$ cat src/hdl/spt_pkg.sv
// Types and constants of the sent packet ack tracker.
package spt_pkg;

  localparam int SEQ_W        = 16;
  localparam int ACK_BITS_W   = 32;
  localparam int LOSS_AGE_W   = 6;
  localparam int MODE_W       = 2;
  localparam int KIND_W       = 2;

  localparam logic [SEQ_W-1:0]      CNT_RESET      = 16'd33;
  localparam logic [LOSS_AGE_W-1:0] LOSS_AGE_RESET = 6'd32;

  typedef enum logic [MODE_W-1:0] {
    MODE_SEND  = 2'd0,
    MODE_ACK   = 2'd1,
    MODE_CHECK = 2'd2,
    MODE_NOP   = 2'd3
  } mode_e;

  typedef enum logic [KIND_W-1:0] {
    KIND_SEQ   = 2'd0,
    KIND_ACKED = 2'd1,
    KIND_LOST  = 2'd2,
    KIND_DONE  = 2'd3
  } kind_e;

  typedef enum logic [3:0] {
    ST_CLEAR,
    ST_IDLE,
    ST_SEND,
    ST_ACK_MOD,
    ST_ACK_RD,
    ST_ACK_EV,
    ST_CHK_RD,
    ST_CHK_EV,
    ST_DONE
  } state_e;

  typedef struct packed {
    logic             valid;
    logic             acked;
    logic [SEQ_W-1:0] seq;
  } entry_t;

endpackage

$ cat src/hdl/spt_table_ram.sv
// Packet table memory: one write port, one registered read port.
module spt_table_ram #(
  parameter int DEPTH = 64,
  parameter int AW    = 6
) (
  input  logic            clk_i,
  input  logic            we_i,
  input  logic [AW-1:0]   waddr_i,
  input  spt_pkg::entry_t wdata_i,
  input  logic            re_i,
  input  logic [AW-1:0]   raddr_i,
  output spt_pkg::entry_t rdata_o
);

  spt_pkg::entry_t mem [DEPTH];
  spt_pkg::entry_t rdata_q;

  always_ff @(posedge clk_i) begin
    if (we_i) begin
      mem[waddr_i] <= wdata_i;
    end
  end

  // Hold the last read word until the next read.
  always_ff @(posedge clk_i) begin
    if (re_i) begin
      rdata_q <= mem[raddr_i];
    end
  end

  assign rdata_o = rdata_q;

endmodule

$ cat src/hdl/spt_seq_ctrl.sv
// Sequencer: reset clear pass, send, ack walk, loss scan and result register.
module spt_seq_ctrl #(
  parameter int TABLE_DEPTH = 64,
  parameter int ACK_WINDOW  = 32,
  parameter int AW          = 6
) (
  input  logic                               clk_i,
  input  logic                               rst_ni,
  input  logic [spt_pkg::LOSS_AGE_W-1:0]     loss_age_i,
  input  logic                               in_valid_i,
  output logic                               in_ready_o,
  input  logic [spt_pkg::MODE_W-1:0]         mode_i,
  input  logic [spt_pkg::SEQ_W-1:0]          ack_seq_i,
  input  logic [spt_pkg::ACK_BITS_W-1:0]     ack_bits_i,
  output logic                               out_valid_o,
  input  logic                               out_ready_i,
  output logic [spt_pkg::KIND_W-1:0]         kind_o,
  output logic [spt_pkg::SEQ_W-1:0]          seq_number_o,
  output logic                               last_o,
  output logic                               ram_we_o,
  output logic [AW-1:0]                      ram_waddr_o,
  output spt_pkg::entry_t                    ram_wdata_o,
  output logic                               ram_re_o,
  output logic [AW-1:0]                      ram_raddr_o,
  input  spt_pkg::entry_t                    ram_rdata_i
);

  localparam int SW = spt_pkg::SEQ_W;
  localparam int WW = $clog2(ACK_WINDOW);
  localparam int LW = $clog2(ACK_WINDOW + 1);
  localparam int MW = 1;
  localparam int RK = SW + AW;
  localparam int PW = 2 * SW + 1;

  localparam logic [AW-1:0] LAST_IDX     = AW'(TABLE_DEPTH - 1);
  localparam logic [AW-1:0] SLOT_RESET   = AW'(int'(spt_pkg::CNT_RESET) % TABLE_DEPTH);
  localparam logic [AW-1:0] SLOT_SEQ_MAX = AW'(((1 << SW) - 1) % TABLE_DEPTH);
  localparam logic [SW:0]   RECIP        = (SW + 1)'(((1 << RK) + TABLE_DEPTH - 1) / TABLE_DEPTH);
  localparam logic [SW-1:0] DEPTH_SW     = SW'(TABLE_DEPTH);
  localparam logic [WW-1:0] LAST_BIT     = WW'(ACK_WINDOW - 1);
  localparam logic [LW-1:0] LOST_MAX     = LW'(ACK_WINDOW);
  localparam logic [MW-1:0] MOD_LAST     = MW'(1);

  spt_pkg::state_e state_q, state_d;

  logic [AW-1:0]         scan_idx_q;
  logic [SW-1:0]         next_q;
  logic [AW-1:0]         send_slot_q;
  logic [LW-1:0]         lost_q;
  logic [WW-1:0]         bit_idx_q;
  logic [MW-1:0]         mod_cnt_q;
  logic [SW-1:0]         quot_q;
  logic [SW-1:0]         target_q;
  logic [ACK_WINDOW-1:0] win_bits_q;
  logic [AW-1:0]         rem_q;

  logic                  out_valid_q;
  spt_pkg::kind_e        out_kind_q;
  logic [SW-1:0]         out_seq_q;
  logic                  out_last_q;

  logic                  accept;
  logic                  slot_free;
  logic [SW-1:0]         new_seq;
  logic [AW-1:0]         new_slot;
  logic [PW-1:0]         quot_prod;
  logic [SW-1:0]         quot_next;
  logic [SW-1:0]         rem_full;
  logic [AW-1:0]         rem_next;
  logic [AW-1:0]         prev_slot;
  logic                  ack_report;
  logic                  ack_go;
  logic                  ack_skip;
  logic [SW-1:0]         age;
  logic                  stale;
  logic                  chk_report;
  logic                  chk_drop;
  logic                  chk_go;
  logic                  last_bit;
  logic                  last_idx;

  logic                  emit;
  spt_pkg::kind_e        emit_kind;
  logic [SW-1:0]         emit_seq;
  logic                  emit_last;

  assign in_ready_o = (state_q == spt_pkg::ST_IDLE);
  assign accept     = in_valid_i && in_ready_o;
  assign slot_free  = !out_valid_q || out_ready_i;

  assign new_seq  = next_q + 1'b1;
  assign new_slot = ((next_q == '1) || (send_slot_q == LAST_IDX)) ? '0 : send_slot_q + 1'b1;

  // Reduce ack_seq modulo the table depth: reciprocal quotient first, then remainder.
  assign quot_prod = PW'(target_q) * PW'(RECIP);
  assign quot_next = SW'(quot_prod >> RK);
  assign rem_full  = target_q - quot_q * DEPTH_SW;
  assign rem_next  = rem_full[AW-1:0];

  // Slot of target - 1; the sequence wrap breaks the plain decrement.
  assign prev_slot = (target_q == '0) ? SLOT_SEQ_MAX :
                     (rem_q == '0)    ? LAST_IDX     : rem_q - 1'b1;

  assign last_bit = (bit_idx_q == LAST_BIT);
  assign last_idx = (scan_idx_q == LAST_IDX);

  assign ack_report = ram_rdata_i.valid && (ram_rdata_i.seq == target_q) && !ram_rdata_i.acked;
  assign ack_go     = !ack_report || slot_free;
  assign ack_skip   = !win_bits_q[bit_idx_q];

  assign age        = next_q - ram_rdata_i.seq;
  assign stale      = ram_rdata_i.valid && (age > SW'(loss_age_i));
  assign chk_drop   = stale && ram_rdata_i.acked;
  assign chk_report = stale && !ram_rdata_i.acked && (lost_q < LOST_MAX);
  assign chk_go     = !chk_report || slot_free;

  always_comb begin
    state_d = state_q;
    case (state_q)
      spt_pkg::ST_CLEAR: begin
        if (last_idx) state_d = spt_pkg::ST_IDLE;
      end
      spt_pkg::ST_IDLE: begin
        if (accept) begin
          case (spt_pkg::mode_e'(mode_i))
            spt_pkg::MODE_SEND:  state_d = spt_pkg::ST_SEND;
            spt_pkg::MODE_ACK:   state_d = spt_pkg::ST_ACK_MOD;
            spt_pkg::MODE_CHECK: state_d = spt_pkg::ST_CHK_RD;
            default:             state_d = spt_pkg::ST_DONE;
          endcase
        end
      end
      spt_pkg::ST_SEND: begin
        if (slot_free) state_d = spt_pkg::ST_IDLE;
      end
      spt_pkg::ST_ACK_MOD: begin
        if (mod_cnt_q == MOD_LAST) state_d = spt_pkg::ST_ACK_RD;
      end
      spt_pkg::ST_ACK_RD: begin
        if (!ack_skip) begin
          state_d = spt_pkg::ST_ACK_EV;
        end else if (last_bit) begin
          state_d = spt_pkg::ST_DONE;
        end
      end
      spt_pkg::ST_ACK_EV: begin
        if (ack_go) state_d = last_bit ? spt_pkg::ST_DONE : spt_pkg::ST_ACK_RD;
      end
      spt_pkg::ST_CHK_RD: begin
        state_d = spt_pkg::ST_CHK_EV;
      end
      spt_pkg::ST_CHK_EV: begin
        if (chk_go) state_d = last_idx ? spt_pkg::ST_DONE : spt_pkg::ST_CHK_RD;
      end
      spt_pkg::ST_DONE: begin
        if (slot_free) state_d = spt_pkg::ST_IDLE;
      end
      default: state_d = spt_pkg::ST_IDLE;
    endcase
  end

  always_comb begin
    ram_we_o    = 1'b0;
    ram_waddr_o = scan_idx_q;
    ram_wdata_o = '0;
    ram_re_o    = 1'b0;
    ram_raddr_o = scan_idx_q;
    emit        = 1'b0;
    emit_kind   = spt_pkg::KIND_DONE;
    emit_seq    = '0;
    emit_last   = 1'b0;
    case (state_q)
      spt_pkg::ST_CLEAR: begin
        ram_we_o = 1'b1;
      end
      spt_pkg::ST_SEND: begin
        if (slot_free) begin
          ram_we_o    = 1'b1;
          ram_waddr_o = new_slot;
          ram_wdata_o = '{valid: 1'b1, acked: 1'b0, seq: new_seq};
          emit        = 1'b1;
          emit_kind   = spt_pkg::KIND_SEQ;
          emit_seq    = new_seq;
          emit_last   = 1'b1;
        end
      end
      spt_pkg::ST_ACK_RD: begin
        ram_re_o    = !ack_skip;
        ram_raddr_o = rem_q;
      end
      spt_pkg::ST_ACK_EV: begin
        if (ack_report && slot_free) begin
          ram_we_o    = 1'b1;
          ram_waddr_o = rem_q;
          ram_wdata_o = '{valid: 1'b1, acked: 1'b1, seq: target_q};
          emit        = 1'b1;
          emit_kind   = spt_pkg::KIND_ACKED;
          emit_seq    = target_q;
        end
      end
      spt_pkg::ST_CHK_RD: begin
        ram_re_o = 1'b1;
      end
      spt_pkg::ST_CHK_EV: begin
        // Retire acked stale entries at once; unacked ones wait for the output, and stay once lost_q reaches its cap.
        if (chk_drop || (chk_report && slot_free)) begin
          ram_we_o    = 1'b1;
          ram_wdata_o = '{valid: 1'b0, acked: ram_rdata_i.acked, seq: ram_rdata_i.seq};
        end
        if (chk_report && slot_free) begin
          emit      = 1'b1;
          emit_kind = spt_pkg::KIND_LOST;
          emit_seq  = ram_rdata_i.seq;
        end
      end
      spt_pkg::ST_DONE: begin
        if (slot_free) begin
          emit      = 1'b1;
          emit_last = 1'b1;
        end
      end
      default: ;
    endcase
  end

  always_ff @(posedge clk_i or negedge rst_ni) begin
    if (!rst_ni) begin
      state_q     <= spt_pkg::ST_CLEAR;
      scan_idx_q  <= '0;
      next_q      <= spt_pkg::CNT_RESET;
      send_slot_q <= SLOT_RESET;
      lost_q      <= '0;
      bit_idx_q   <= '0;
      mod_cnt_q   <= '0;
      out_valid_q <= 1'b0;
    end else begin
      state_q <= state_d;
      if (accept) begin
        scan_idx_q <= '0;
        lost_q     <= '0;
        bit_idx_q  <= '0;
        mod_cnt_q  <= '0;
      end
      if ((state_q == spt_pkg::ST_CLEAR) ||
          ((state_q == spt_pkg::ST_CHK_EV) && chk_go)) begin
        scan_idx_q <= last_idx ? '0 : scan_idx_q + 1'b1;
      end
      if ((state_q == spt_pkg::ST_SEND) && slot_free) begin
        next_q      <= new_seq;
        send_slot_q <= new_slot;
      end
      if ((state_q == spt_pkg::ST_CHK_EV) && chk_report && slot_free) begin
        lost_q <= lost_q + 1'b1;
      end
      if (state_q == spt_pkg::ST_ACK_MOD) begin
        mod_cnt_q <= mod_cnt_q + 1'b1;
      end
      if (((state_q == spt_pkg::ST_ACK_RD) && ack_skip) ||
          ((state_q == spt_pkg::ST_ACK_EV) && ack_go)) begin
        bit_idx_q <= bit_idx_q + 1'b1;
      end
      if (emit) begin
        out_valid_q <= 1'b1;
      end else if (out_ready_i) begin
        out_valid_q <= 1'b0;
      end
    end
  end

  always_ff @(posedge clk_i) begin
    if (accept) begin
      target_q   <= ack_seq_i;
      win_bits_q <= ack_bits_i[ACK_WINDOW-1:0];
      rem_q      <= '0;
    end
    // The remainder is valid after the second step, once the quotient has settled.
    if (state_q == spt_pkg::ST_ACK_MOD) begin
      quot_q <= quot_next;
      rem_q  <= rem_next;
    end
    // Advance to the next older sequence of the ack window.
    if (((state_q == spt_pkg::ST_ACK_RD) && ack_skip) ||
        ((state_q == spt_pkg::ST_ACK_EV) && ack_go)) begin
      target_q <= target_q - 1'b1;
      rem_q    <= prev_slot;
    end
    if (emit) begin
      out_kind_q <= emit_kind;
      out_seq_q  <= emit_seq;
      out_last_q <= emit_last;
    end
  end

  assign out_valid_o  = out_valid_q;
  assign kind_o       = out_kind_q;
  assign seq_number_o = out_seq_q;
  assign last_o       = out_last_q;

endmodule

$ cat src/hdl/sent_packet_ack_tracker_core.sv
// Sent packet ack tracker: top level with the loss age register.
//
// Input channel (in_valid_i/in_ready_o) takes one command per transaction:
// mode_i 0 sends a packet, 1 applies ack_seq_i/ack_bits_i, 2 checks for
// lost packets, 3 only returns a done result. Output channel
// (out_valid_o/out_ready_i) returns events: kind_o, seq_number_o and
// last_o, which marks the final result of a command. cfg_we_i/cfg_wdata_i
// write loss_age; the user must do so only while idle, as the block does
// not enforce it. Commands run one at a time; in_ready_o is high only
// while idle. Send: the new sequence number is written to the table and
// registered as the result once the result register is free. Ack:
// ack_seq_i is reduced modulo the table depth, then each window bit is
// taken in turn: a clear bit is skipped, a set bit reads the table and
// then marks a matching unacked entry acked; a done result follows.
// Check: each table entry is read, then checked. Reset: the table is
// cleared one entry a cycle, with in_ready_o low; the counter restarts
// at 33, loss_age at 32. A stalled receiver holds the result register
// and the sequencer waits in place; nothing is dropped.
module sent_packet_ack_tracker_core #(
  parameter int TABLE_DEPTH = 64,
  parameter int ACK_WINDOW  = 32
) (
  input  logic                               clk_i,
  input  logic                               rst_ni,
  input  logic                               cfg_we_i,
  input  logic [spt_pkg::LOSS_AGE_W-1:0]     cfg_wdata_i,
  input  logic                               in_valid_i,
  output logic                               in_ready_o,
  input  logic [spt_pkg::MODE_W-1:0]         mode_i,
  input  logic [spt_pkg::SEQ_W-1:0]          ack_seq_i,
  input  logic [spt_pkg::ACK_BITS_W-1:0]     ack_bits_i,
  output logic                               out_valid_o,
  input  logic                               out_ready_i,
  output logic [spt_pkg::KIND_W-1:0]         kind_o,
  output logic [spt_pkg::SEQ_W-1:0]          seq_number_o,
  output logic                               last_o
);

  localparam int AW = $clog2(TABLE_DEPTH);

  logic [spt_pkg::LOSS_AGE_W-1:0] loss_age_q;

  logic            ram_we;
  logic [AW-1:0]   ram_waddr;
  spt_pkg::entry_t ram_wdata;
  logic            ram_re;
  logic [AW-1:0]   ram_raddr;
  spt_pkg::entry_t ram_rdata;

  always_ff @(posedge clk_i or negedge rst_ni) begin
    if (!rst_ni) begin
      loss_age_q <= spt_pkg::LOSS_AGE_RESET;
    end else if (cfg_we_i) begin
      loss_age_q <= cfg_wdata_i;
    end
  end

  spt_seq_ctrl #(
    .TABLE_DEPTH (TABLE_DEPTH),
    .ACK_WINDOW  (ACK_WINDOW),
    .AW          (AW)
  ) u_ctrl (
    .clk_i        (clk_i),
    .rst_ni       (rst_ni),
    .loss_age_i   (loss_age_q),
    .in_valid_i   (in_valid_i),
    .in_ready_o   (in_ready_o),
    .mode_i       (mode_i),
    .ack_seq_i    (ack_seq_i),
    .ack_bits_i   (ack_bits_i),
    .out_valid_o  (out_valid_o),
    .out_ready_i  (out_ready_i),
    .kind_o       (kind_o),
    .seq_number_o (seq_number_o),
    .last_o       (last_o),
    .ram_we_o     (ram_we),
    .ram_waddr_o  (ram_waddr),
    .ram_wdata_o  (ram_wdata),
    .ram_re_o     (ram_re),
    .ram_raddr_o  (ram_raddr),
    .ram_rdata_i  (ram_rdata)
  );

  spt_table_ram #(
    .DEPTH (TABLE_DEPTH),
    .AW    (AW)
  ) u_table (
    .clk_i   (clk_i),
    .we_i    (ram_we),
    .waddr_i (ram_waddr),
    .wdata_i (ram_wdata),
    .re_i    (ram_re),
    .raddr_i (ram_raddr),
    .rdata_o (ram_rdata)
  );

endmodule

$ cat config.mk
export PLATFORM = sky130hd
export DESIGN_NAME = sent_packet_ack_tracker_core
export DESIGN_NICKNAME = d
export VERILOG_FILES = /design/src/hdl/spt_pkg.sv /design/src/hdl/spt_table_ram.sv /design/src/hdl/spt_seq_ctrl.sv /design/src/hdl/sent_packet_ack_tracker_core.sv
export SDC_FILE = /design/constraint.sdc
export NUM_CORES = 2
export LEC_CHECK = 0
export BUFFER_PORTS_ARGS = -buffer_cell sky130_fd_sc_hd__buf_2
export CAP_MARGIN = 20
export CORE_MARGIN = 3
export CORE_UTILIZATION = 55
export CTS_CLUSTER_SIZE = 25
export DETAILED_ROUTE_END_ITERATION = 10
export GPL_TIMING_DRIVEN = 0
export PLACE_DENSITY = 0.68
export SLEW_MARGIN = 15
export SYNTH_ARGS = -nofsm -noshare
export SYNTH_HDL_FRONTEND = slang
export SYNTH_SLANG_ARGS = --single-unit
$ cat constraint.sdc
create_clock -name clk_i -period 6.2 [get_ports clk_i]
set_input_delay 0.93 -clock clk_i [delete_from_list [all_inputs] [get_ports clk_i]]
set_output_delay 0.93 -clock clk_i [all_outputs]
set_load 0.02 [all_outputs]
# [Yosys cells after proc, flatten, opt, wreduce, memory -nomap -nowiden]
# Memories as Yosys holds them, arrays and structs flattened. A register that Yosys moved wholly into a read port is not among the register bits.
# Index checks and enable logic that the tools add are counted.
[word_totals] ramBits=1152 ff_bits=124 out_inout_bits=21 mem_count=1 rom_bits=0 wordCells=146 latchBits=0
[op_classes] div_mod_pow=0 mul=0 n_shift=0 addsub=10 reduce_logical=39 muxes=56 n_bitwise=0 n_eq_ne=22 magnitude_cmp=3
[memory_table] memory="u_table.mem" words=64 width=18 rd=1 rd_clocked_by_memory_dff=1 wr=1 line="spt_table_ram.sv:15" source="spt_pkg::entry_t mem [DEPTH];"
[ops] cell="16-bit two-way mux" count=5
[ops] cell="6-bit two-way mux" count=12
[ops] cell="18-bit case mux with 3 select lines" count=1
[ops] cell="16-bit case mux with 3 select lines" count=1
[ops] cell="4-bit two-way mux" count=10
[ops] cell="18-bit two-way mux" count=2
[ops] cell="4-bit case mux with 8 select lines" count=1
[ops] cell="6-bit by 1-bit adder with 6-bit output (second input constant)" count=3
[ops] cell="17-bit two-way mux" count=1
[ops] cell="16-bit by 1-bit adder with 16-bit output (second input constant)" count=1
[ops] cell="16-bit equality test" count=1
[ops] cell="16-bit equality test (second input constant)" count=1
[ops] cell="4-bit by 3-bit equality test with 1-bit output (second input constant)" count=4
[ops] cell="16-bit by 6-bit > comparator with 1-bit output" count=1
[ops] cell="16-bit zero test" count=1
[ops] cell="16-bit by 1-bit subtractor with 16-bit output (second input constant)" count=1
[ops] cell="16-bit subtractor" count=1
[ops] cell="1-bit logical AND" count=15
[ops] cell="6-bit equality test (second input constant)" count=2
[ops] cell="1-bit two-way mux" count=12
[ops] cell="4-bit case mux with 3 select lines" count=1
[ops] cell="6-bit case mux with 2 select lines" count=1
[ops] cell="6-bit by 1-bit subtractor with 6-bit output (second input constant)" count=2
[ops] cell="5-bit two-way mux" count=2
[ops] cell="28 further kinds" count=48

# [Longest topological paths before layout]
[depth] ltp_word=11 ltp_mapped=19

# [By module]
# From an unflattened synthesis, not the netlist that was laid out.
[hier_totals] hier_cells=2732 area_unflattened_um2=52564.2
[modules_own_cells] module="spt_table_ram" cells_per_inst=1957 instances=1 area_per_inst_um2=44801.7
[modules_own_cells] module="spt_seq_ctrl" cells_per_inst=762 instances=1 area_per_inst_um2=7509.7
[modules_own_cells] module="sent_packet_ack_tracker_core" cells_per_inst=13 instances=1 area_per_inst_um2=252.7

# [Least setup slack after synthesis]
# No wires, ideal clock.
[synth_timing] kind="input to register" startpoint="input out_ready_i" endpoint="memory u_table.mem[12][0] (netlist name) (enable)" slack_ps=963 t_arrival_ps=4822 setup_ps=416 path_stages=6 cell_sequence="nand2b_1 -> nand4_1 -> o21ai_1 -> nor3_4 -> buf_6 -> nor3_1"
[synth_via] elab_chain_len=7 elab_cells_between_ends=13 classes_between="mux: 9; reduce/logical: 4"
[synth_lines] element="start: declaration" line="sent_packet_ack_tracker_core.sv:33" source="input logic out_ready_i,"
[synth_lines] element="1-bit logical OR *" line="spt_seq_ctrl.sv:89" source="assign slot_free = !out_valid_q || out_ready_i;"
[synth_lines] element="1-bit logical AND" line="spt_seq_ctrl.sv:206" source="if (chk_drop || (chk_report && slot_free)) begin"
[synth_lines] element="1-bit logical OR" line="spt_seq_ctrl.sv:206"
[synth_lines] element="1-bit two-way mux" line="spt_seq_ctrl.sv:206"
[synth_lines] element="1-bit case mux with 4 select lines" line="spt_seq_ctrl.sv:172" source="case (state_q)"
[synth_lines] element="1-bit two-way mux" line="spt_table_ram.sv:19" source="if (we_i) begin"
[synth_lines] element="1-bit two-way mux (not written as such)" line="spt_table_ram.sv:20" source="mem[waddr_i] <= wdata_i;"
[synth_lines] element="end: declaration" line="spt_table_ram.sv:15"
# Mark *: on every way between the ends. The rest lies on a longest branch, timed or not.

# [Worst setup path after layout]
[layout_timing] startpoint="register u_ctrl.state_q[0]" endpoint="register u_table.rdata_o[8] (netlist name)"
[layout_via] elab_chain_len=2 elab_cells_between_ends=4 classes_between="eq/ne: 2; mux: 2"
[layout_lines] element="start: declaration" line="spt_seq_ctrl.sv:44" source="spt_pkg::state_e state_q, state_d;"
[layout_lines] element="start signal: assignment" line="spt_seq_ctrl.sv:228" source="state_q <= spt_pkg::ST_CLEAR;"
[layout_lines] element="start signal: assignment" line="spt_seq_ctrl.sv:237" source="state_q <= state_d;"
[layout_lines] element="4-bit by 3-bit equality test with 1-bit output" line="spt_seq_ctrl.sv:172"
[layout_lines] element="1-bit case mux with 2 select lines or 6-bit two-way mux (tied branches)" line="spt_seq_ctrl.sv:172"
# Several ways; a longest one is shown, not always the timed one.
# A chain may end at the register's enable or synchronous reset.

==> qor.csv <==
metric;value;unit
core area;98990;µm²
Startpoint Class;flip-flop;
Syn Std Cell Area;55290;µm²
Worst Tran Pin Value;1.179;ns
Max Fclk;0.1659;GHz
final clock period utilization by the worst path;0.9721;
Required @ worst endpoint;6.63;ns
DRC;0;
largest fanout on the critical path;11;
Slew Viols, Final;0;
TritonCTS clock tree;built;
max_slew headroom;0.2119;
Overall Global Routing Usage;0.2723;
I/O pin cnt;82;
drt first pass iters;6;
status;complete, no violations;
CTS hold repair buffers;0;
unrepaired setup endpoints after global routing;no;
fin crit period;6.027;ns
full die area;104400;µm²
Hold Fails Final Rpt;0;
die width;323.1;µm
vias in the first global route;31105;
MaxCap Viol Count;0;
Power, Total;30.27;mW
CTS buffer count;138;
Pwr Density;477.7;nW/µm²
leakage;26.50;nW
Yosys warning total;0;
nets;3743;
register area;38610;µm²
syn nets;3400;
synth unique cells;71;
antenna violations before repair;3;
Synth async-reset ratio;0.03941;
Hold Crit Class;in -> async;
Post-Synthesis Cells;3308;
initial drt markers;3167;
PostCTS Resize Cnt;0;
DP Area;58990;µm²
Worst setup EP type;flip-flop;
average size of a mapped cell;16.71;µm²
final wirelength;141600;µm
Setup WS post-layout;0.1733;ns
worst-skew pair later-pin latency;0.73;ns
first-pass GRT wire length;205300;µm
fin area;63370;µm²
synth cell count leaders;1,243 x edfxtp_1, 1,145 x mux2i_1, 108 x nand2_1, 81 x nor3_1, 75 x clkbuf_1;
die height;323.1;µm
Initial Utilization;0.5585;
Multi-input gate area;16270;µm²
Vias;30747;
detailed-route wire length per cell;28.03;µm
DRT antenna net count;0;
area leader, netlist;edfxtp_1;
most frequent cell after synthesis;edfxtp_1;
Syn-to-layout area delta;14.61;%
post-synth top area share;0.6751;
Post-synth EDFFs;1243;
I/O Buffers;81;
share of cells above drive strength 1;0.1489;
worst slack, placed;0.3715;ns
largest net degree at the start of global routing;65;
final setup vio count;0;
post-CTS setup buffer count;0;
Placer Congestion;0.8981;
H-Tree Depth;4;
crit path kind;reg -> reg;
top_reg_cell synth;edfxtp_1;
global route total overflow;0;
Via density;6.089;
post-synthesis sequential element count;1294;
CTS Sinks;1294;
clock buffer depth;3;
Worst Path Arrival;6.46;ns
register area share after synthesis;0.6983;
# fillers;6959;
CTS Root Cell;clkbuf_16;
CTS clk-pin slew, worst paths;0.06;ns
skew final;0.02397;ns
Row Count;115;
DP HPWL;98200;µm
main area contributors after synthesis;edfxtp_1 68%, mux2i_1 21%, dfrtp_1 2.1%, xnor2_1 0.87%, nand2_1 0.73%;
Max IR drop VDD;0.0002637;V
==> stage by stage <==
stage / hold WS (ns) / cells / utilization / setup TNS, ns
2_1_floorplan: 0.4663 / 3308 / - / 0
3_5_place_dp: 0.5041 / 4798 / 0.5958 / 0
4_1_cts: 0.2513 / 5049 / 0.6401 / 0
5_1_grt: 0.3054 / 5049 / 0.6401 / 0
3_3_place_gp: 0.4809 / 4676 / 0.5789 / -2977.41
6_report: 0.2694 / 5050 / 0.6401 / 0
==> flip-flops by register name (all words and copies together) (netlist names), 16 cells and up <==
signal / count
u_ctrl.seq_number_o: 16
u_ctrl.next_q: 16
u_table.rdata_o: 18
u_table.mem: 1152
u_ctrl.win_bits_q: 32
u_ctrl.target_q: 16
==> path summary, 6_finish.rpt <==
check / from / endpoint / slack, ns / cells after the start
min in group clk_i: ack_bits_i[7] / u_ctrl.win_bits_q[7] / 0.37 / 1
max reg2reg: u_ctrl.state_q[0] / u_table.rdata_o[8] / 0.17 / 12
min: rst_ni / u_ctrl.next_q[11] / 0.27 / 1
max in group asynchronous: rst_ni / u_ctrl.send_slot_q[4] / 5.43 / 1
min reg2reg: loss_age_q[5] / loss_age_q[5] / 0.51 / 2
max: u_ctrl.state_q[0] / u_table.rdata_o[8] / 0.17 / 12
==> routing by layer <==
metal  wire length [µm]  up-vias  GRT usage
met4               4757        0    0.09653
met5                  0        -          0
met1              58060    15777     0.3661
met3              10010      266    0.05074
met2              68740     1143     0.4490
li1                   -    13561          -
==> report_power, final <==
part | internal, mW | switching, mW
clock network | 4.70 | 3.27
registers | 10.3 | 0.370
logic | 4.25 | 7.40
==> placed cells by master (no fill, tap or decap), types with 23 or more instances in the layout <==
cell	instances
dfrtp_1	46
inv_1	31
nor2_1	60
buf_1	52
clkinv_1	23
edfxtp_1	1243
clkbuf_16	142
a21o_1	28
clkbuf_1	111
nor3_2	66
a21oi_1	32
buf_4	83
nand3_1	26
buf_2	120
o21ai_0	27
buf_6	32
ha_1	30
nand2_1	108
mux2i_1	1145
xnor2_1	55
==> critical path, stage by stage (launching register included) <==
cell and delay (ns):
dfrtp_1 0.35, clkbuf_1 0.22, nor3_2 0.67, mux2i_1 0.26, clkbuf_1 0.67, clkbuf_1 0.90
clkbuf_1 0.67, mux2i_1 0.27, mux2i_1 0.11, mux2i_1 0.49, mux2i_1 0.21, mux2i_1 0.66
mux2i_1 0.20
==> layout make-up <==
cell class / instances / area share
diodes: 1 / 0.00003949
plain buffers: 174 / 0.01195
clock buffers: 182 / 0.05892
clock inverters: 69 / 0.01019
inverters: 33 / 0.001955
multi-input cells: 1807 / 0.2567
flip-flops and latches: 1294 / 0.6093
well taps: 1287 / 0.02541
repair buffers: 203 / 0.02553
==> cell families (layout without fill, tap and decap cells) <==
kind of cell	count (synthesis)	in the layout	share of synthesized area
DFF	1294	1294	0.6983
muxes	1161	1161	0.2126
and+or+nand+nor	353	353	0.03075
buffers and inverters	207	661	0.01591
AOI/OAI and AO/OA	186	186	0.02324
xor gates and xnor gates	76	76	0.01204
adders and majority gates	31	31	0.007151
other	0	1	0
Note: power is estimated with default switching activity, not from simulation.
